[config.mk]
export PLATFORM = sky130hd
export DESIGN_NAME = battery_charge_monitor_controller
export DESIGN_NICKNAME = d
export VERILOG_FILES = /design/src/hw/rtl/bcm_pkg.sv /design/src/hw/rtl/bcm_in_stage.sv /design/src/hw/rtl/bcm_core.sv /design/src/hw/rtl/bcm_out_stage.sv /design/src/hw/rtl/battery_charge_monitor_controller.sv
export SDC_FILE = /design/constraint.sdc
export NUM_CORES = 1
export LEC_CHECK = 0
export BUFFER_PORTS_ARGS = -buffer_cell sky130_fd_sc_hd__buf_2
export CAP_MARGIN = 5
export CORE_MARGIN = 1
export CORE_UTILIZATION = 53
export CTS_CLUSTER_SIZE = 40
export DETAILED_ROUTE_END_ITERATION = 8
export PLACE_DENSITY = 0.67
export RECOVER_POWER = 100
export SKIP_LAST_GASP = 1
export SLEW_MARGIN = 40
export SYNTH_ARGS = -nofsm -noshare
export SYNTH_HDL_FRONTEND = slang
export SYNTH_HIERARCHICAL = 1
export SYNTH_SLANG_ARGS = --single-unit
[constraint.sdc]
create_clock -name clk_i -period 12.5 [get_ports clk_i]
set_clock_uncertainty 0.05 [all_clocks]
set_input_delay 2.5 -clock clk_i [delete_from_list [all_inputs] [get_ports clk_i]]
set_output_delay 2.5 -clock clk_i [all_outputs]
set_load 0.02 [all_outputs]
[src/hw/rtl/bcm_pkg.sv]
// ----------------------------------------------------------------------------
// bcm_pkg
// Types, constants and arithmetic helpers of the battery charge monitor.
// ----------------------------------------------------------------------------
package bcm_pkg;

  localparam int CELL_COUNT    = 12;
  localparam int CELL_IDX_W    = (CELL_COUNT > 1) ? $clog2(CELL_COUNT) : 1;
  localparam int TIMEOUT_LIMIT = 10;
  localparam int TIMEOUT_W     = $clog2(TIMEOUT_LIMIT + 1);

  typedef enum logic [2:0] {
    ACT_FRAME = 3'd0,
    ACT_CTRL  = 3'd1,
    ACT_POLL  = 3'd2,
    ACT_READ  = 3'd3,
    ACT_CLEAR = 3'd4
  } action_e;

  localparam logic [10:0] ID_FIRST    = 11'h200;
  localparam logic [10:0] ID_LAST     = 11'h210;
  localparam logic [10:0] ID_CAPACITY = 11'h200;
  localparam logic [10:0] ID_CURRENT  = 11'h201;
  localparam logic [10:0] ID_CELL     = 11'h202;
  localparam logic [10:0] ID_TEMP     = 11'h209;
  localparam logic [10:0] ID_PACK_ID  = 11'h210;

  localparam logic [4:0] REG_ID0        = 5'd0;
  localparam logic [4:0] REG_ID1        = 5'd1;
  localparam logic [4:0] REG_CURRENT    = 5'd2;
  localparam logic [4:0] REG_SUM        = 5'd3;
  localparam logic [4:0] REG_CAPACITY   = 5'd4;
  localparam logic [4:0] REG_PERCENT    = 5'd5;
  localparam logic [4:0] REG_STATUS     = 5'd6;
  localparam logic [4:0] REG_TEMP       = 5'd7;
  localparam logic [4:0] REG_CELL_FIRST = 5'd8;
  localparam logic [4:0] REG_CELL_LAST  = 5'd19;
  localparam logic [4:0] REG_DOOR       = 5'd20;
  localparam logic [4:0] REG_ZERO       = 5'd21;
  localparam logic [4:0] REG_SETPOINT   = 5'd22;

  localparam logic [19:0] SUM_EMPTY = 20'd35600;
  localparam logic [19:0] SUM_FULL  = 20'd49600;
  localparam logic [6:0]  PCT_FULL  = 7'd100;
  localparam logic [6:0]  PCT_NEAR  = 7'd98;

  localparam logic [8:0]  SETPOINT_MAX   = 9'd330;
  localparam logic [8:0]  SETPOINT_RESET = 9'd80;
  localparam logic [11:0] DAC_MAX        = 12'd4095;

  // ceil(101 * 2^28 / 14001) and ceil(2048 * 2^17 / 165); exact floors over
  // the 14-bit sum offset and the 9-bit step
  localparam logic [20:0] PCT_RECIP = 21'd1936432;
  localparam logic [20:0] DAC_RECIP = 21'd1626882;

  typedef struct packed {
    logic [2:0]  action;
    logic [10:0] can_id;
    logic [47:0] can_payload;
    logic        door_closed;
    logic        ramp_due;
    logic [4:0]  reg_index;
  } item_t;

  typedef struct packed {
    logic        charge_enable;
    logic        led_charging;
    logic        led_full;
    logic [11:0] dac_code;
    logic        send_wake;
    logic [15:0] read_data;
    logic        read_error;
    logic [6:0]  charge_percent;
  } result_t;

  // (sum - 35600) * 101 / 14001, clamped to 0 and 100
  function automatic logic [6:0] pct_of_sum(logic [19:0] sum);
    logic [13:0] diff;
    logic [34:0] prod;
    logic [6:0]  q;
    diff = 14'(sum - SUM_EMPTY);
    prod = 35'(diff) * 35'(PCT_RECIP);
    q    = prod[34:28];
    if (sum < SUM_EMPTY) begin
      q = '0;
    end else if (sum > SUM_FULL) begin
      q = PCT_FULL;
    end
    return q;
  endfunction

  // floor(step * 4096 / 330), saturated
  function automatic logic [11:0] dac_of_step(logic [8:0] step);
    logic [29:0] prod;
    logic [12:0] q;
    logic [11:0] code;
    prod = 30'(step) * 30'(DAC_RECIP);
    q    = prod[29:17];
    code = (q > 13'(DAC_MAX)) ? DAC_MAX : q[11:0];
    return code;
  endfunction

endpackage

[src/hw/rtl/bcm_in_stage.sv]
// ----------------------------------------------------------------------------
// bcm_in_stage
// Input register; takes a new item when empty or whenever the held one moves on.
// ----------------------------------------------------------------------------
module bcm_in_stage (
  input  logic           clk_i,
  input  logic           rst_ni,
  input  logic           valid_i,
  output logic           ready_o,
  input  bcm_pkg::item_t item_i,
  input  logic           advance_i,
  output logic           valid_o,
  output bcm_pkg::item_t item_o
);

  logic           valid_q, valid_d;
  bcm_pkg::item_t item_q;

  assign ready_o = !valid_q || advance_i;
  assign valid_d = ready_o ? valid_i : valid_q;

  always_ff @(posedge clk_i or negedge rst_ni) begin
    if (!rst_ni) begin
      valid_q <= 1'b0;
    end else begin
      valid_q <= valid_d;
    end
  end

  always_ff @(posedge clk_i) begin
    if (valid_i && ready_o) begin
      item_q <= item_i;
    end
  end

  assign valid_o = valid_q;
  assign item_o  = item_q;

endmodule

[src/hw/rtl/bcm_core.sv]
// ----------------------------------------------------------------------------
// bcm_core
// Pack data, charge state and pin levels; one item updates them per cycle when fired.
// ----------------------------------------------------------------------------
module bcm_core (
  input  logic             clk_i,
  input  logic             rst_ni,
  input  logic             cfg_we_i,
  input  logic [8:0]       cfg_wdata_i,
  input  logic             fire_i,
  input  bcm_pkg::item_t   item_i,
  output bcm_pkg::result_t result_o
);

  logic [15:0] cells_q [bcm_pkg::CELL_COUNT];
  logic [15:0] cells_d [bcm_pkg::CELL_COUNT];
  logic [19:0] total_q, total_d;
  logic [19:0] sum_q, sum_d;
  logic [6:0]  pct_q, pct_d;
  logic [15:0] cap_q, cap_d;
  logic [15:0] cur_q, cur_d;
  logic [15:0] temp_q, temp_d;
  logic [15:0] id0_q, id0_d;
  logic [15:0] id1_q, id1_d;
  logic [7:0]  status_q, status_d;
  logic [bcm_pkg::TIMEOUT_W-1:0] tmo_q, tmo_d;
  logic        active_q, active_d;
  logic [8:0]  step_q, step_d;
  logic        en_q, en_d;
  logic        ledc_q, ledc_d;
  logic        ledf_q, ledf_d;
  logic [11:0] dac_q, dac_d;
  logic [8:0]  sp_q, sp_d;

  logic [7:0]  byte0;
  logic [7:0]  byte5;
  logic [15:0] word0;
  logic [15:0] word1;
  logic [15:0] word2;
  logic [4:0]  rd_off;
  logic [7:0]  cell_addr;
  logic        cell_hit;
  logic [15:0] cell_old;
  logic        live;
  logic        clr;
  logic [19:0] total_new;
  logic [8:0]  step_nx;
  logic [bcm_pkg::TIMEOUT_W:0] tmo_inc;
  logic        wake;
  logic        rd_err;
  logic [15:0] rd_data;

  assign byte0  = item_i.can_payload[47:40];
  assign byte5  = item_i.can_payload[7:0];
  assign word0  = item_i.can_payload[47:32];
  assign word1  = item_i.can_payload[39:24];
  assign word2  = item_i.can_payload[31:16];
  assign rd_off = item_i.reg_index - bcm_pkg::REG_CELL_FIRST;

  assign cell_addr = (item_i.action == bcm_pkg::ACT_FRAME) ? byte0 : {3'b0, rd_off};
  assign cell_hit  = cell_addr < 8'(bcm_pkg::CELL_COUNT);
  assign cell_old  = cell_hit ? cells_q[cell_addr[bcm_pkg::CELL_IDX_W-1:0]] : '0;
  assign live      = tmo_q < bcm_pkg::TIMEOUT_W'(bcm_pkg::TIMEOUT_LIMIT);
  assign tmo_inc   = {1'b0, tmo_q} + 1'b1;

  assign sp_d = (cfg_wdata_i > bcm_pkg::SETPOINT_MAX) ? bcm_pkg::SETPOINT_MAX : cfg_wdata_i;

  always_comb begin
    cells_d   = cells_q;
    total_d   = total_q;
    sum_d     = sum_q;
    pct_d     = pct_q;
    cap_d     = cap_q;
    cur_d     = cur_q;
    temp_d    = temp_q;
    id0_d     = id0_q;
    id1_d     = id1_q;
    status_d  = status_q;
    tmo_d     = tmo_q;
    active_d  = active_q;
    step_d    = step_q;
    en_d      = en_q;
    ledc_d    = ledc_q;
    ledf_d    = ledf_q;
    dac_d     = dac_q;
    clr       = 1'b0;
    wake      = 1'b0;
    rd_err    = 1'b0;
    rd_data   = '0;
    total_new = total_q;
    step_nx   = (step_q < sp_q) ? step_q + 9'd1 : sp_q;

    unique case (item_i.action)
      bcm_pkg::ACT_FRAME: begin
        if (item_i.can_id >= bcm_pkg::ID_FIRST && item_i.can_id <= bcm_pkg::ID_LAST) begin
          tmo_d = '0;
          unique case (item_i.can_id)
            bcm_pkg::ID_CAPACITY: cap_d = word0;
            bcm_pkg::ID_CURRENT:  cur_d = word0;
            bcm_pkg::ID_CELL: begin
              status_d = byte5;
              if (cell_hit) begin
                cells_d[cell_addr[bcm_pkg::CELL_IDX_W-1:0]] = word1;
                total_new = total_q - 20'(cell_old) + 20'(word1);
              end
            end
            bcm_pkg::ID_TEMP: temp_d = word1;
            bcm_pkg::ID_PACK_ID: begin
              id0_d = word0;
              id1_d = word2;
            end
            default: ;
          endcase
          total_d = total_new;
          sum_d   = total_new;
          pct_d   = bcm_pkg::pct_of_sum(total_new);
        end
      end
      bcm_pkg::ACT_CTRL: begin
        if (item_i.door_closed && pct_q < bcm_pkg::PCT_FULL) begin
          en_d = 1'b1;
          if (active_q && item_i.ramp_due) begin
            step_d = step_nx;
            dac_d  = bcm_pkg::dac_of_step(step_nx);
          end
        end else begin
          en_d = 1'b0;
          if (!active_q) begin
            dac_d  = '0;
            step_d = '0;
          end
        end
        if (live && pct_q >= bcm_pkg::PCT_FULL) begin
          active_d = 1'b0;
          ledc_d   = 1'b0;
          ledf_d   = 1'b1;
        end else if (live && pct_q > bcm_pkg::PCT_NEAR) begin
          ledc_d = 1'b0;
          ledf_d = 1'b1;
        end else if (live) begin
          active_d = 1'b1;
          ledc_d   = 1'b1;
          ledf_d   = 1'b0;
        end else begin
          step_d = '0;
          ledc_d = 1'b0;
          ledf_d = 1'b0;
        end
      end
      bcm_pkg::ACT_POLL: begin
        wake = 1'b1;
        if (tmo_inc >= (bcm_pkg::TIMEOUT_W + 1)'(bcm_pkg::TIMEOUT_LIMIT)) begin
          tmo_d   = bcm_pkg::TIMEOUT_W'(bcm_pkg::TIMEOUT_LIMIT);
          clr     = 1'b1;
          sum_d   = '0;
          pct_d   = '0;
        end else begin
          tmo_d = tmo_inc[bcm_pkg::TIMEOUT_W-1:0];
        end
      end
      bcm_pkg::ACT_READ: begin
        if (item_i.reg_index > bcm_pkg::REG_SETPOINT) begin
          rd_err = 1'b1;
        end else begin
          unique case (item_i.reg_index)
            bcm_pkg::REG_ID0:      rd_data = id0_q;
            bcm_pkg::REG_ID1:      rd_data = id1_q;
            bcm_pkg::REG_CURRENT:  rd_data = cur_q;
            bcm_pkg::REG_SUM:      rd_data = sum_q[15:0];
            bcm_pkg::REG_CAPACITY: rd_data = cap_q;
            bcm_pkg::REG_PERCENT:  rd_data = 16'(pct_q);
            bcm_pkg::REG_STATUS:   rd_data = 16'(status_q);
            bcm_pkg::REG_TEMP:     rd_data = temp_q;
            bcm_pkg::REG_DOOR:     rd_data = 16'(!item_i.door_closed);
            bcm_pkg::REG_ZERO:     rd_data = '0;
            bcm_pkg::REG_SETPOINT: rd_data = 16'(sp_q);
            default: begin
              if (item_i.reg_index >= bcm_pkg::REG_CELL_FIRST &&
                  item_i.reg_index <= bcm_pkg::REG_CELL_LAST && cell_hit) begin
                rd_data = cell_old;
              end
            end
          endcase
        end
      end
      bcm_pkg::ACT_CLEAR: begin
        wake = 1'b1;
        clr  = 1'b1;
      end
      default: ;
    endcase

    if (clr) begin
      for (int i = 0; i < bcm_pkg::CELL_COUNT; i++) begin
        cells_d[i] = '0;
      end
      total_d  = '0;
      cap_d    = '0;
      cur_d    = '0;
      temp_d   = '0;
      id0_d    = '0;
      id1_d    = '0;
      status_d = '0;
      active_d = 1'b0;
    end
  end

  always_comb begin
    result_o.charge_enable  = en_d;
    result_o.led_charging   = ledc_d;
    result_o.led_full       = ledf_d;
    result_o.dac_code       = dac_d;
    result_o.send_wake      = wake;
    result_o.read_data      = rd_data;
    result_o.read_error     = rd_err;
    result_o.charge_percent = pct_d;
  end

  always_ff @(posedge clk_i or negedge rst_ni) begin
    if (!rst_ni) begin
      sp_q <= bcm_pkg::SETPOINT_RESET;
    end else if (cfg_we_i) begin
      sp_q <= sp_d;
    end
  end

  always_ff @(posedge clk_i or negedge rst_ni) begin
    if (!rst_ni) begin
      for (int i = 0; i < bcm_pkg::CELL_COUNT; i++) begin
        cells_q[i] <= '0;
      end
      total_q  <= '0;
      sum_q    <= '0;
      pct_q    <= '0;
      cap_q    <= '0;
      cur_q    <= '0;
      temp_q   <= '0;
      id0_q    <= '0;
      id1_q    <= '0;
      status_q <= '0;
      tmo_q    <= '0;
      active_q <= 1'b0;
      step_q   <= '0;
      en_q     <= 1'b0;
      ledc_q   <= 1'b0;
      ledf_q   <= 1'b0;
      dac_q    <= '0;
    end else if (fire_i) begin
      cells_q  <= cells_d;
      total_q  <= total_d;
      sum_q    <= sum_d;
      pct_q    <= pct_d;
      cap_q    <= cap_d;
      cur_q    <= cur_d;
      temp_q   <= temp_d;
      id0_q    <= id0_d;
      id1_q    <= id1_d;
      status_q <= status_d;
      tmo_q    <= tmo_d;
      active_q <= active_d;
      step_q   <= step_d;
      en_q     <= en_d;
      ledc_q   <= ledc_d;
      ledf_q   <= ledf_d;
      dac_q    <= dac_d;
    end
  end

endmodule

[src/hw/rtl/bcm_out_stage.sv]
// ----------------------------------------------------------------------------
// bcm_out_stage
// Result register; loads when empty or when its item is taken.
// ----------------------------------------------------------------------------
module bcm_out_stage (
  input  logic             clk_i,
  input  logic             rst_ni,
  input  logic             load_valid_i,
  input  bcm_pkg::result_t result_i,
  output logic             load_ok_o,
  output logic             valid_o,
  input  logic             ready_i,
  output bcm_pkg::result_t result_o
);

  logic             valid_q, valid_d;
  bcm_pkg::result_t result_q;

  assign load_ok_o = !valid_q || ready_i;
  assign valid_d   = load_ok_o ? load_valid_i : valid_q;

  always_ff @(posedge clk_i or negedge rst_ni) begin
    if (!rst_ni) begin
      valid_q <= 1'b0;
    end else begin
      valid_q <= valid_d;
    end
  end

  always_ff @(posedge clk_i) begin
    if (load_ok_o && load_valid_i) begin
      result_q <= result_i;
    end
  end

  assign valid_o  = valid_q;
  assign result_o = result_q;

endmodule

[src/hw/rtl/battery_charge_monitor_controller.sv]
// ----------------------------------------------------------------------------
// battery_charge_monitor_controller
// An item that is taken passes the input register, then the single update pass
// into the result register. One item per cycle while the result is not stalled.
// A stalled result holds the input register. Asynchronous reset clears pack
// data and pin state, but not the result register.
// ----------------------------------------------------------------------------
module battery_charge_monitor_controller (
  input  logic        clk_i,
  input  logic        rst_ni,
  input  logic        cfg_we_i,
  input  logic [8:0]  cfg_wdata_i,
  input  logic        in_valid_i,
  output logic        in_ready_o,
  input  logic [2:0]  action_i,
  input  logic [10:0] can_id_i,
  input  logic [47:0] can_payload_i,
  input  logic        door_closed_i,
  input  logic        ramp_due_i,
  input  logic [4:0]  reg_index_i,
  output logic        out_valid_o,
  input  logic        out_ready_i,
  output logic        charge_enable_o,
  output logic        led_charging_o,
  output logic        led_full_o,
  output logic [11:0] dac_code_o,
  output logic        send_wake_o,
  output logic [15:0] read_data_o,
  output logic        read_error_o,
  output logic [6:0]  charge_percent_o
);

  bcm_pkg::item_t   item_in;
  bcm_pkg::item_t   item_held;
  bcm_pkg::result_t result_nx;
  bcm_pkg::result_t result_out;
  logic             held_valid;
  logic             load_ok;
  logic             fire;

  always_comb begin
    item_in.action      = action_i;
    item_in.can_id      = can_id_i;
    item_in.can_payload = can_payload_i;
    item_in.door_closed = door_closed_i;
    item_in.ramp_due    = ramp_due_i;
    item_in.reg_index   = reg_index_i;
  end

  assign fire = held_valid && load_ok;

  bcm_in_stage u_in (
    .clk_i     (clk_i),
    .rst_ni    (rst_ni),
    .valid_i   (in_valid_i),
    .ready_o   (in_ready_o),
    .item_i    (item_in),
    .advance_i (load_ok),
    .valid_o   (held_valid),
    .item_o    (item_held)
  );

  bcm_core u_core (
    .clk_i       (clk_i),
    .rst_ni      (rst_ni),
    .cfg_we_i    (cfg_we_i),
    .cfg_wdata_i (cfg_wdata_i),
    .fire_i      (fire),
    .item_i      (item_held),
    .result_o    (result_nx)
  );

  bcm_out_stage u_out (
    .clk_i        (clk_i),
    .rst_ni       (rst_ni),
    .load_valid_i (held_valid),
    .result_i     (result_nx),
    .load_ok_o    (load_ok),
    .valid_o      (out_valid_o),
    .ready_i      (out_ready_i),
    .result_o     (result_out)
  );

  assign charge_enable_o  = result_out.charge_enable;
  assign led_charging_o   = result_out.led_charging;
  assign led_full_o       = result_out.led_full;
  assign dac_code_o       = result_out.dac_code;
  assign send_wake_o      = result_out.send_wake;
  assign read_data_o      = result_out.read_data;
  assign read_error_o     = result_out.read_error;
  assign charge_percent_o = result_out.charge_percent;

endmodule

Word-level counts from Yosys, hierarchy flattened
Index checks and enable logic that the tools add are counted.
{"block": "totals", "regBits": 472, "latchBits": 0, "ram_bits": 0, "mem_bits_ro": 0, "input_bits": 83, "output_inout_bits": 42, "wordCells": 223, "n_memories": 0}
{"block": "classes", "add_sub_neg": 6, "mul": 2, "div": 0, "order_cmp": 18, "n_eq_ne": 22, "shift": 0, "mux": 87, "bitwise_logic": 2, "reduce_logical": 41}
{"op": "two-way mux 192 bit", "n": 5}
{"op": "two-way mux 16 bit", "n": 26}
{"op": "bitwise mux 192 bit", "n": 1}
{"op": "case mux 16 bit (11 select lines)", "n": 1}
{"op": "two-way mux 20 bit", "n": 7}
{"op": "two-way mux 9 bit", "n": 8}
{"op": "binary-select mux 16 bit (select 4 bit)", "n": 1}
{"op": "demux 16 bit (select 4 bit)", "n": 1}
{"op": "two-way mux 12 bit", "n": 5}
{"op": "equality test 11 x 10 -> 1 bit, second input constant", "n": 5}
{"op": "two-way mux 8 bit", "n": 5}
{"op": "case mux 16 bit (2 select lines)", "n": 1}
{"op": "multiplier 14 x 17 -> 31 bit, second input constant", "n": 1}
{"op": "multiplier 9 x 20 -> 29 bit, second input constant", "n": 1}
{"op": "two-way mux 7 bit", "n": 4}
{"op": "AND reduction 4 bit", "n": 7}
{"op": "adder 20 x 16 -> 20 bit", "n": 1}
{"op": "equality test 5 x 3 -> 1 bit, second input constant", "n": 4}
{"op": "greater-than comparator 20 x 16 -> 1 bit, second input constant", "n": 1}
{"op": "less-than comparator 20 x 16 -> 1 bit, second input constant", "n": 1}
{"op": "nonzero test 2 bit", "n": 10}
{"op": "subtractor 20 x 16 -> 20 bit", "n": 1}
{"op": "two-way mux 1 bit", "n": 17}
{"op": "equality test 5 bit, second input constant", "n": 3}
{"op": "other kinds (43)", "n": 61}

Logic depth before layout (Yosys ltp)
{"block": "logic_depth", "ltp_word": 19, "depth_mapped": 44, "ltp_nobuf": 41}

Cells and area by module
The synthesis kept the hierarchy.
{"module": "bcm_core", "n_inst": 1, "cells_per_inst": 2696, "area_per_inst_um2": 25050.3, "seq_area_each_um2": 9036.2}
{"module": "bcm_in_stage", "n_inst": 1, "cells_per_inst": 73, "area_per_inst_um2": 2125.8, "seq_area_each_um2": 2097.0}
{"module": "bcm_out_stage", "n_inst": 1, "cells_per_inst": 44, "area_per_inst_um2": 1255.0, "seq_area_each_um2": 1226.2}
{"module": "battery_charge_monitor_controller", "n_inst": 1, "cells_per_inst": 1, "area_per_inst_um2": 6.3, "seq_area_each_um2": 0.0}

Least setup slack after synthesis
OpenSTA, ideal clock, no wires.
{"block": "synth_timing", "kind": "register to register", "start": "register u_in.item_q, in the netlist u_in/item_o[66]", "end": "register u_out.result_q, in the netlist u_out/result_o[5], data pin", "setup_time_ns": 0.262, "t_arrival_ns": 9.770, "required_ns": 12.188, "setup_slack_ns": 2.418, "stages_incl_launch_ff": 41, "n_path_buf": 3, "synth_period_minus_slack_ns": 10.082, "path_cell_list": "edfxtp_1 -> buf_6 -> nor3_4 -> mux2i_1 -> buf_1 -> buf_2 -> mux4_2 -> nor2_1 -> a211oi_1 -> fa_1 -> inv_1 -> fa_1 -> a21o_1 -> a21oi_1 -> xnor2_1 -> a21oi_1 -> ha_1 -> nand2_1 -> (+5 left out) -> inv_1 -> fa_1 -> fa_1 -> fa_1 -> inv_1 -> fa_1 -> ha_1 -> ha_1 -> a21o_1 -> a21o_1 -> a21oi_1 -> o21ai_0 -> nor3_1 -> o21ai_1 -> a31oi_1 -> o211ai_1 -> a21oi_1 -> o21ai_0"}
{"element": "start, declared", "line": "bcm_in_stage.sv:17", "source": "bcm_pkg::item_t item_q;"}
{"element": "start signal, assigned", "line": "bcm_in_stage.sv:32", "source": "item_q <= item_i;"}
{"element": "end signal, assigned", "line": "bcm_out_stage.sv:32", "source": "result_q <= result_i;"}
{"element": "end, declared", "line": "bcm_out_stage.sv:17", "source": "bcm_pkg::result_t result_q;"}

==> run summary <==
Status = finished with violations
Failing checks = max-capacitance violations, max-slew violations
TNS Setup = 0 ps
P_leak = 0.01465 µW
WHS Path Cells = 2
Share of cells above drive strength 1 = 9.653%
Initial antenna violation count = 1
H-tree levels = 2
Mean Syn Cell Area = 10.05 µm²
RSZ-0062 raised after global routing = no
CTS-repair resized insts = 0
First-pass GRT wire length = 127.0 mm
GPL Wtd Cong = 0.9594
ANT nets after route = 0
Row cnt = 84
Pwr per Cell Area = 122.5 nW/µm²
# DRC = 0
Drt wl/cell = 22.39 µm
Vias per inst = 6.133
DP HPWL = 59.29 mm
Relative slew margins = -179.7%
Num ports = 125
Setup repair bufs after CTS = 0
Non-filler instance count after layout = 3630
Post-synthesis net count = 3203
Port-buffer cells = 116
TritonRoute pass-1 iters = 8
Critical Path RT = 12880 ps
Vias in the first global route = 22420
Fmax = 0.08528 GHz
Ys Warns = 6
Bufs on Longest Clock Path = 3
Setup Crit Path Kind = flop to flop
RR Endpoint = u_out/result_o[6]$_DFFE_PP_
Path depth of the worst reg2reg path = 38
CP Launch Type = flop
Peak supply drop = 113.8 µV
Path category of the worst min-delay check = flop to flop
Most common cell type on the critical path = fa_1
N_diodes = 0
Total track usage = 30.66%
Sink Count = 464
Hold Vio Cnt, Final = 0
Die H = 232.7 µm
Critical-path top delay cell = edfxtp_1
FF-to-FF setup slack = 770 ps
Worst-path clk slew = 60 ps
Routed WL = 81.27 mm
RR Startpoint = u_in/item_o[67]$_DFFE_PP_
GRT overflow = 0
Area delta synth->final = 10.70%
Period utilization = 93.81%
Max FO, Critical Path = 18
Net count, final = 3301
CP max stage delay = 580 ps
Final Max Tran Viols = 583
Post-Place Cells = 3537
Hold Path End = u_core/id1_q[3]$_DFFE_PN0P_
Cts hold-fix bufs = 0
Worst-Margin Slew = 4195 ps
Root buffer cell = clkbuf_16
CP endpoint kind = flop
Clock Latency Late Sink = 600 ps
Largest net degree at the start of global routing = 82
Cell Area, Synth = 28200 µm²
Die X = 232.7 µm
Worst Path Arrival = 12110 ps
Initial Util = 53.66%
Fin crit period = 11730 ps
Die area = 54130 µm²
DRT iter0 DRCs = 2205
CTS Buf Count = 50
CTS tree = built
Cell count after synthesis = 2806
Worst Min Path Start = u_in/item_o[26]$_DFFE_PP_
Number of max-cap violations = 13
Via count = 22260
Core ar. = 52550 µm²
# setup viols final = 0
==> per-stage QoR <==
step | power [µW] | instance area [µm²] | utilization [%] | setup WS [ps] | hold WS, ps
floorplan | 2102 | 28200 | - | 2418 | 364.6
global placement | 2276 | 29630 | 56.39 | 1154 | 392.3
detailed placement | 2303 | 29700 | 56.53 | 917.3 | 388.5
CTS | 3848 | 31410 | 59.77 | 866.7 | 416.2
global route | 3977 | 31210 | 59.40 | 177.2 | 438.9
finish | 3824 | 31210 | 59.40 | 774.3 | 412.3
==> placed cells by master, fill, tap and decap left out, types with 13 or more instances in the layout <==
| cell | count |
|---|---|
| a22o_1 | 38 |
| and3_1 | 18 |
| inv_1 | 249 |
| buf_4 | 41 |
| dfrtp_1 | 361 |
| mux4_2 | 48 |
| a22oi_1 | 37 |
| nand3_1 | 49 |
| xnor2_1 | 30 |
| xor2_1 | 18 |
| buf_2 | 63 |
| ha_1 | 213 |
| clkbuf_1 | 78 |
| clkbuf_16 | 51 |
| nand2b_1 | 18 |
| a21o_1 | 49 |
| a21oi_1 | 74 |
| a31oi_1 | 19 |
| nor3_1 | 24 |
| fa_1 | 101 |
| a211oi_1 | 18 |
| mux2i_1 | 22 |
| o21ai_0 | 352 |
| a221oi_1 | 20 |
| o211ai_1 | 13 |
| nor2_1 | 78 |
| nand2_1 | 514 |
| edfxtp_1 | 101 |
==> flip-flops by register name, summed over array words and instances, names as in the netlist, 20 cells and up <==
signal / count
u_in/item_o: 61
u_out/result_o: 40
u_core/cells_q: 192
u_core/total_q: 20
==> per-layer routing <==
metal,up-vias,global-route usage [%],routed length (µm)
met5,-,0,0
met4,0,12.05,3023
met3,185,5.037,6349
met2,921,48.92,37700
met1,11100,41.86,34200
li1,10050,-,-
==> where the power goes <==
group | switching [µW] | internal, µW | leakage [µW] | total, µW
Combinational | 357 | 185 | 0.00797 | 542
Clock | 630 | 916 | 0.000841 | 1550
Sequential | 80.5 | 1660 | 0.00584 | 1740
Total | 1070 | 2760 | 0.0146 | 3820
==> worst max-delay path by stage <==
stage | startpoint | end | slack, ps | cells past startpoint
2_1_floorplan | u_in/item_o[66]$_DFFE_PP_ | u_out/result_o[5]$_DFFE_PP_ | 2420 | 40
6_report | u_in/item_o[67]$_DFFE_PP_ | u_out/result_o[6]$_DFFE_PP_ | 770 | 38
4_1_cts | u_in/item_o[67]$_DFFE_PP_ | u_out/result_o[6]$_DFFE_PP_ | 870 | 42
5_1_grt | u_in/item_o[67]$_DFFE_PP_ | u_out/result_o[6]$_DFFE_PP_ | 180 | 36
3_5_place_dp | u_in/item_o[66]$_DFFE_PP_ | u_out/result_o[6]$_DFFE_PP_ | 920 | 42
3_3_place_gp | u_in/item_o[66]$_DFFE_PP_ | u_out/result_o[6]$_DFFE_PP_ | 1150 | 42
==> final cells by class <==
type	instances	area, µm²
clock buffers	67	1406
clock inverters	23	300.3
fillers	4505	21340
inverters	250	938.4
multi-input cells	1961	14650
flip-flops and latches	464	12120
well taps	688	860.8
repair buffers	177	937.1
==> critical path, delay by kind of cell (launching register included) <==
family	cells	cell delay, ps
compound gates	13	3100
xor+xnor	2	690
fa+ha+maj	8	3650
buf+inv	6	1070
flops	1	580
mux	2	780
simple gates	7	1580
No activity file was read; power rests on OpenSTA's default activity.
